$ cat src/sv/fpt_pkg.sv
`timescale 1ns / 1ps
// ----------------------------------------------------------------------------
// fpt_pkg
// Types and constants shared by the file permission table and its decision
// logic.
// ----------------------------------------------------------------------------
package fpt_pkg;

	// request kinds carried on s_tuser
	typedef enum logic {
		REQ_SET   = 1'b0,
		REQ_CHECK = 1'b1
	} req_t;

	typedef enum logic [1:0] {
		ACT_READ  = 2'd0,
		ACT_WRITE = 2'd1,
		ACT_EXEC  = 2'd2,
		ACT_BAD   = 2'd3
	} act_t;

	typedef enum logic [2:0] {
		ST_OK       = 3'd0,
		ST_DENIED   = 3'd1,
		ST_NOTFOUND = 3'd2,
		ST_FULL     = 3'd3,
		ST_BADACT   = 3'd4
	} status_t;

	typedef enum logic {
		S_IDLE = 1'b0,
		S_SCAN = 1'b1
	} fsm_t;

	localparam int PERM_W = 9;

	// s_tdata layout, lowest bit first
	localparam int KEY_LSB   = 0;
	localparam int KEY_IN_W  = 64;
	localparam int OWN_LSB   = 64;
	localparam int ID_IN_W   = 32;
	localparam int PERM_LSB  = 96;
	localparam int USER_LSB  = 105;
	localparam int GRP_BIT   = 137;
	localparam int ACT_LSB   = 138;
	localparam int IN_DATA_W = 144;
	localparam int OUT_DATA_W = 8;

	// what the scan found, handed to the decision logic
	typedef struct packed {
		req_t                    req_type;
		logic                    found;
		logic                    full;
		logic                    owner_match;
		logic                    is_group;
		act_t                    action;
		logic [PERM_W-1:0]       perm;
	} lookup_t;

	typedef struct packed {
		logic    ok;
		status_t status;
		logic    wr_en;
		logic    append;
	} result_t;

endpackage

$ cat src/sv/fpt_decide.sv
`timescale 1ns / 1ps
// ----------------------------------------------------------------------------
// fpt_decide
// Turns the outcome of a key search into the response and the table update.
// ----------------------------------------------------------------------------
module fpt_decide
	import fpt_pkg::*;
(
	input  lookup_t lk,
	output result_t res
);

	logic [2:0] cls;
	logic       grant;

	// owner wins over group, group over other
	always_comb begin
		if (lk.owner_match) begin
			cls = lk.perm[8:6];
		end else if (lk.is_group) begin
			cls = lk.perm[5:3];
		end else begin
			cls = lk.perm[2:0];
		end
	end

	always_comb begin
		case (lk.action)
			ACT_READ:  grant = cls[2];
			ACT_WRITE: grant = cls[1];
			ACT_EXEC:  grant = cls[0];
			default:   grant = 1'b0;
		endcase
	end

	always_comb begin
		res = '{ok: 1'b0, status: ST_OK, wr_en: 1'b0, append: 1'b0};
		case (lk.req_type)
			REQ_SET: begin
				if (lk.found) begin
					res = '{ok: 1'b1, status: ST_OK, wr_en: 1'b1, append: 1'b0};
				end else if (lk.full) begin
					res = '{ok: 1'b0, status: ST_FULL, wr_en: 1'b0, append: 1'b0};
				end else begin
					res = '{ok: 1'b1, status: ST_OK, wr_en: 1'b1, append: 1'b1};
				end
			end
			REQ_CHECK: begin
				if (!lk.found) begin
					res.status = ST_NOTFOUND;
				end else if (lk.action == ACT_BAD) begin
					res.status = ST_BADACT;
				end else if (grant) begin
					res.ok     = 1'b1;
					res.status = ST_OK;
				end else begin
					res.status = ST_DENIED;
				end
			end
			default: begin
				res.status = ST_OK;
			end
		endcase
	end

endmodule
$ cat config.mk
export PLATFORM = sky130hd
export DESIGN_NAME = fpt_decide
export DESIGN_NICKNAME = d
export VERILOG_FILES = /design/src/sv/fpt_pkg.sv /design/src/sv/fpt_decide.sv
export SDC_FILE = /design/constraint.sdc
export NUM_CORES = 1
export LEC_CHECK = 0
export ABC_AREA = 1
export BUFFER_PORTS_ARGS = -buffer_cell sky130_fd_sc_hd__buf_4
export CORE_AREA = 2 2 39 41
export DETAILED_ROUTE_END_ITERATION = 8
export DIE_AREA = 0 0 41 43
export GPL_ROUTABILITY_DRIVEN = 0
export SYNTH_ARGS = -nofsm -noshare
export SYNTH_HDL_FRONTEND = slang
export SYNTH_SLANG_ARGS = --single-unit
$ cat constraint.sdc
create_clock -name vclk -period 1.5
set_clock_uncertainty 0.05 [all_clocks]
set_input_delay 0.15 -clock vclk [all_inputs]
set_output_delay 0.15 -clock vclk [all_outputs]
set_load 0.005 [all_outputs]
==> results of run 1 <==
## cells in the mapped netlist
library cell  instances  share of area, %
nand4_1               1               3.7
nand2_1              16                36
nand3_1               5                15
nor2_1                6                13
o21ai_0               1               3.0
inv_4                 1               3.7
inv_2                 1               2.2
a21oi_1               2               6.0
nor3_1                2               6.0
inv_1                 5                11
## cell type report
class / count / share of cell area [%]
multi-input cells: 33 / 39.36
well taps: 16 / 5.674
repair buffers: 22 / 46.81
inverters: 7 / 8.156
## per-layer routing
metal	part of all wire [%]	routed length [microns]
met1	45	258
met5	0	0
met3	9.9	57
met2	45	260
met4	0	0
## report_power, final
part | switching (mW) | total (mW) | internal (mW)
combinational | 0.0379 | 0.0903 | 0.0524
sequential | 0 | 0 | 0
clock | 0 | 0 | 0
total | 0.0379 | 0.0903 | 0.0524
## metrics by stage
step | setup WS (ns) | util (%)
2_1_floorplan | 0.7125 | -
3_3_place_gp | 0.4440 | 25.50
4_1_cts | 0.4286 | 25.50
3_5_place_dp | 0.4287 | 25.50
6_report | 0.4381 | 25.50
5_1_grt | 0.2895 | 25.50
## worst max-delay path, delay by kind of cell
| kind | cells | cell delay [ns] |
|---|---|---|
| simple gates | 6 | 0.41 |
| buf+inv | 3 | 0.30 |
## worst paths after layout
path / startpoint / to / slack, ns / depth (start not counted)
worst max-delay path: lk[10] / res[5] / 0.44 / 9
worst min-delay path: lk[13] / res[0] / 0.50 / 3
## logic make-up (layout without fill, tap and decap cells)
logic type | count (synthesis) | count (layout) | share of synthesized area, %
buf+inv | 7 | 29 | 17.17
compound gates | 3 | 3 | 8.953
simple gates | 30 | 30 | 73.88
==> impl_metrics.ini, run 1 <==
[cells_and_area]
most-common-layout-cells = buf_4 (22), nand2_1 (16), nor2_1 (6)
num_antenna_cells = 0
final_common_cell = buf_4
clock_buffers = 0
final_area_sq_um = 352.8
multi_input_area_sq_um = 138.9
nNetsFinal = 80
fill_cells = 156
layout-drive-gt1-share_pct = 38.71
areaGrowthSynthToFinish_pct = 110.4
register_area_sq_um = 0
instances_no_fill = 78
seq_cells = 0

[route]
drc = 0
drt_pass1_iterations = 4
via_per_inst = 3.987
drtAntennaViolNets = 0
avgRoutedWirePerCell_microns = 7.385
drtIter0Drc = 14
routed_wl_microns = 576
vias = 311

[global_route]
track_usage_pct = 6.494
met1_usage_pct = 8.861
globalRoute.busiestLayer = met2
grt_max_degree = 7
antenna_found_initial = 0
grt_pass1_vias = 251
grt_pass1_wl_microns = 883
grt_use_met2_pct = 11.56
grt_overflow = 0
met3_usage_pct = 0

[sta]
rsz0062_at_grt = no
max-slew-margin-rel_pct = 89.11
finalSetupTns_ns = 0
tightest_slew_ns = 0.1616
max_freq_mhz = 941.8
finalHoldViolCount = 0
whs_ns = 0.4994
period_share_pct = 70.79
report.final.slew_viol_count = 0
post-route-min-period_ns = 1.062
setup_violations = 0

[floorplan]
core-area_sq_um = 1384
fp.dieArea_sq_um = 1763
ioPinCount = 22
dieWidth_microns = 41
start_util_pct = 12.12
row_count = 14
die_h_microns = 43

[logic_synthesis]
ys.warnings.count = 0
syn-num-nets = 56
syn_area_sq_um = 167.7
syn_area_per_cell_sq_um = 4.192
syn_inst = 40
synth_cell_type_count = 10
synth_seq_area_share_pct = 0

[power_and_ir_drop]
fin_total_pwr_uw = 90.34
ir_worst_vdd_v = 0.00009015
power_density_nw_per_um2 = 256.0
power_leakage_nw = 0.2105

[setup_path]
cp_data_required_time_ns = 1.30
crit_chain = buf_4 > inv_1 > nand2_1 > nor2_1 > nand2_1 > nand3_1 > nand2_1 > nand2_1 > buf_4
cpMaxStageDelayCell = buf_4
worstSetupStartpointType = primary input
end_kind = primary output
critical_path_class = primary input to primary output
crit_fanout = 3
crit_arrival_ns = 0.86
slowest_delay_ns = 0.12
cpMostUsedCell = nand2_1

[place]
numPortBuffers = 22
placedCellCount = 78
hpwl_microns = 505.9
placed_area_sq_um = 352.8

[clock_tree]
ctsResizeCount = 0
cts_setup_buffers = 0
hold_buffers = 0

[run]
maxCapViolCount = 0

[hold_path]
hp-class = primary input to primary output

[status]
outcome = finished clean
(Power assumes the default switching activity.)
==> run 2, diff against run 1 <==
clock period = 1.08 ns   (was 1.5 ns; I/O delays follow)
==> impl_metrics.ini, run 2 (synthesis gave the netlist of run 1 again) <==
[cells_and_area]
fill_cells = 165
seq_cells = 0
most-common-layout-cells = buf_4 (22), nand2_1 (16), nor2_1 (6)
num_antenna_cells = 0
areaGrowthSynthToFinish_pct = 110.4
layout-drive-gt1-share_pct = 38.71
final_area_sq_um = 352.8
register_area_sq_um = 0
clock_buffers = 0
multi_input_area_sq_um = 138.9
final_common_cell = buf_4
nNetsFinal = 80

[sta]
max_freq_mhz = 1035
max-slew-margin-rel_pct = 88.93
finalSetupTns_ns = 0
tightest_slew_ns = 0.1661
post-route-min-period_ns = 0.9661
rsz0062_at_grt = no
report.final.slew_viol_count = 0
period_share_pct = 89.46
finalHoldViolCount = 0
setup_violations = 0

[place]
numPortBuffers = 22
placed_area_sq_um = 352.8
hpwl_microns = 501.6

[floorplan]
row_count = 14
dieWidth_microns = 41
start_util_pct = 12.12
ioPinCount = 22
core-area_sq_um = 1384
fp.dieArea_sq_um = 1763
die_h_microns = 43

[setup_path]
cp_data_required_time_ns = 0.92
crit_arrival_ns = 0.81
worstSetupStartpointType = primary input
end_kind = primary output
crit_fanout = 3
cpMaxStageDelayCell = buf_4
slowest_delay_ns = 0.13
critical_path_class = primary input to primary output
critical_path.startpoint = lk[10]
cpMostUsedCell = nand2_1
crit_chain = buf_4 > inv_1 > nand2_1 > nor2_1 > nand2_1 > nand4_1 > nand2_1 > buf_4

[global_route]
grt_pass1_wl_microns = 848
grt_overflow = 0
track_usage_pct = 6.394
antenna_found_initial = 0
grt_max_degree = 7
grt_pass1_vias = 225

[hold_path]
hold_depth = 3
min_from = lk[13]
hp-class = primary input to primary output

[route]
avgRoutedWirePerCell_microns = 7.141
routed_wl_microns = 557
drtIter0Drc = 4
drt_pass1_iterations = 2
vias = 301
drtAntennaViolNets = 0
via_per_inst = 3.859
drc = 0

[status]
outcome = finished clean

[power_and_ir_drop]
power_density_nw_per_um2 = 353.2
fin_total_pwr_uw = 124.6
power_leakage_nw = 0.2112
ir_worst_vdd_v = 0.00009955

[run]
maxCapViolCount = 0

[clock_tree]
cts_setup_buffers = 0
[run 2: critical path, delay by kind of cell]
family        cells  cell delay, ns
simple gates      5            0.36
buf+inv           3            0.33
[run 2: power breakdown]
part / switching, mW / internal, mW
registers: 0 / 0
clock network: 0 / 0
logic: 0.0520 / 0.0726
[run 2: layout make-up]
class | instances | area share [%]
inverter | 7 | 8.156
multi-input combinational | 33 | 39.36
tap | 16 | 5.674
timing repair buffer | 22 | 46.81
[run 2: worst paths after layout]
check	to
setup / recovery	res[2]
hold / removal	res[0]
[run 2: what timing repair did]
action,4_1_cts,5_1_grt
resized for setup,0,0
endpoints found under the setup margin,0,1
hold buffers,0,0
[run 2: metrics by stage]
step	util, %	hold WS (ns)	cells	worst slack [ns]
after global routing	25.50	0.4264	78	0.001619
after CTS	25.50	0.4170	78	0.1024
after detailed placement	25.50	0.4150	78	0.1040
after floorplan	-	0.1960	40	0.3765
after global placement	25.50	0.4130	78	0.1186
final	25.50	0.4169	78	0.1139
[run 2: metal layers]
metal  routed length (microns)  track usage [%]  up-vias
met2                       247            10.63       13
met3                        64                0        0
li1                          -                -      170
met4                         0                0        0
met1                       245            9.494      118
met5                         0                0        -
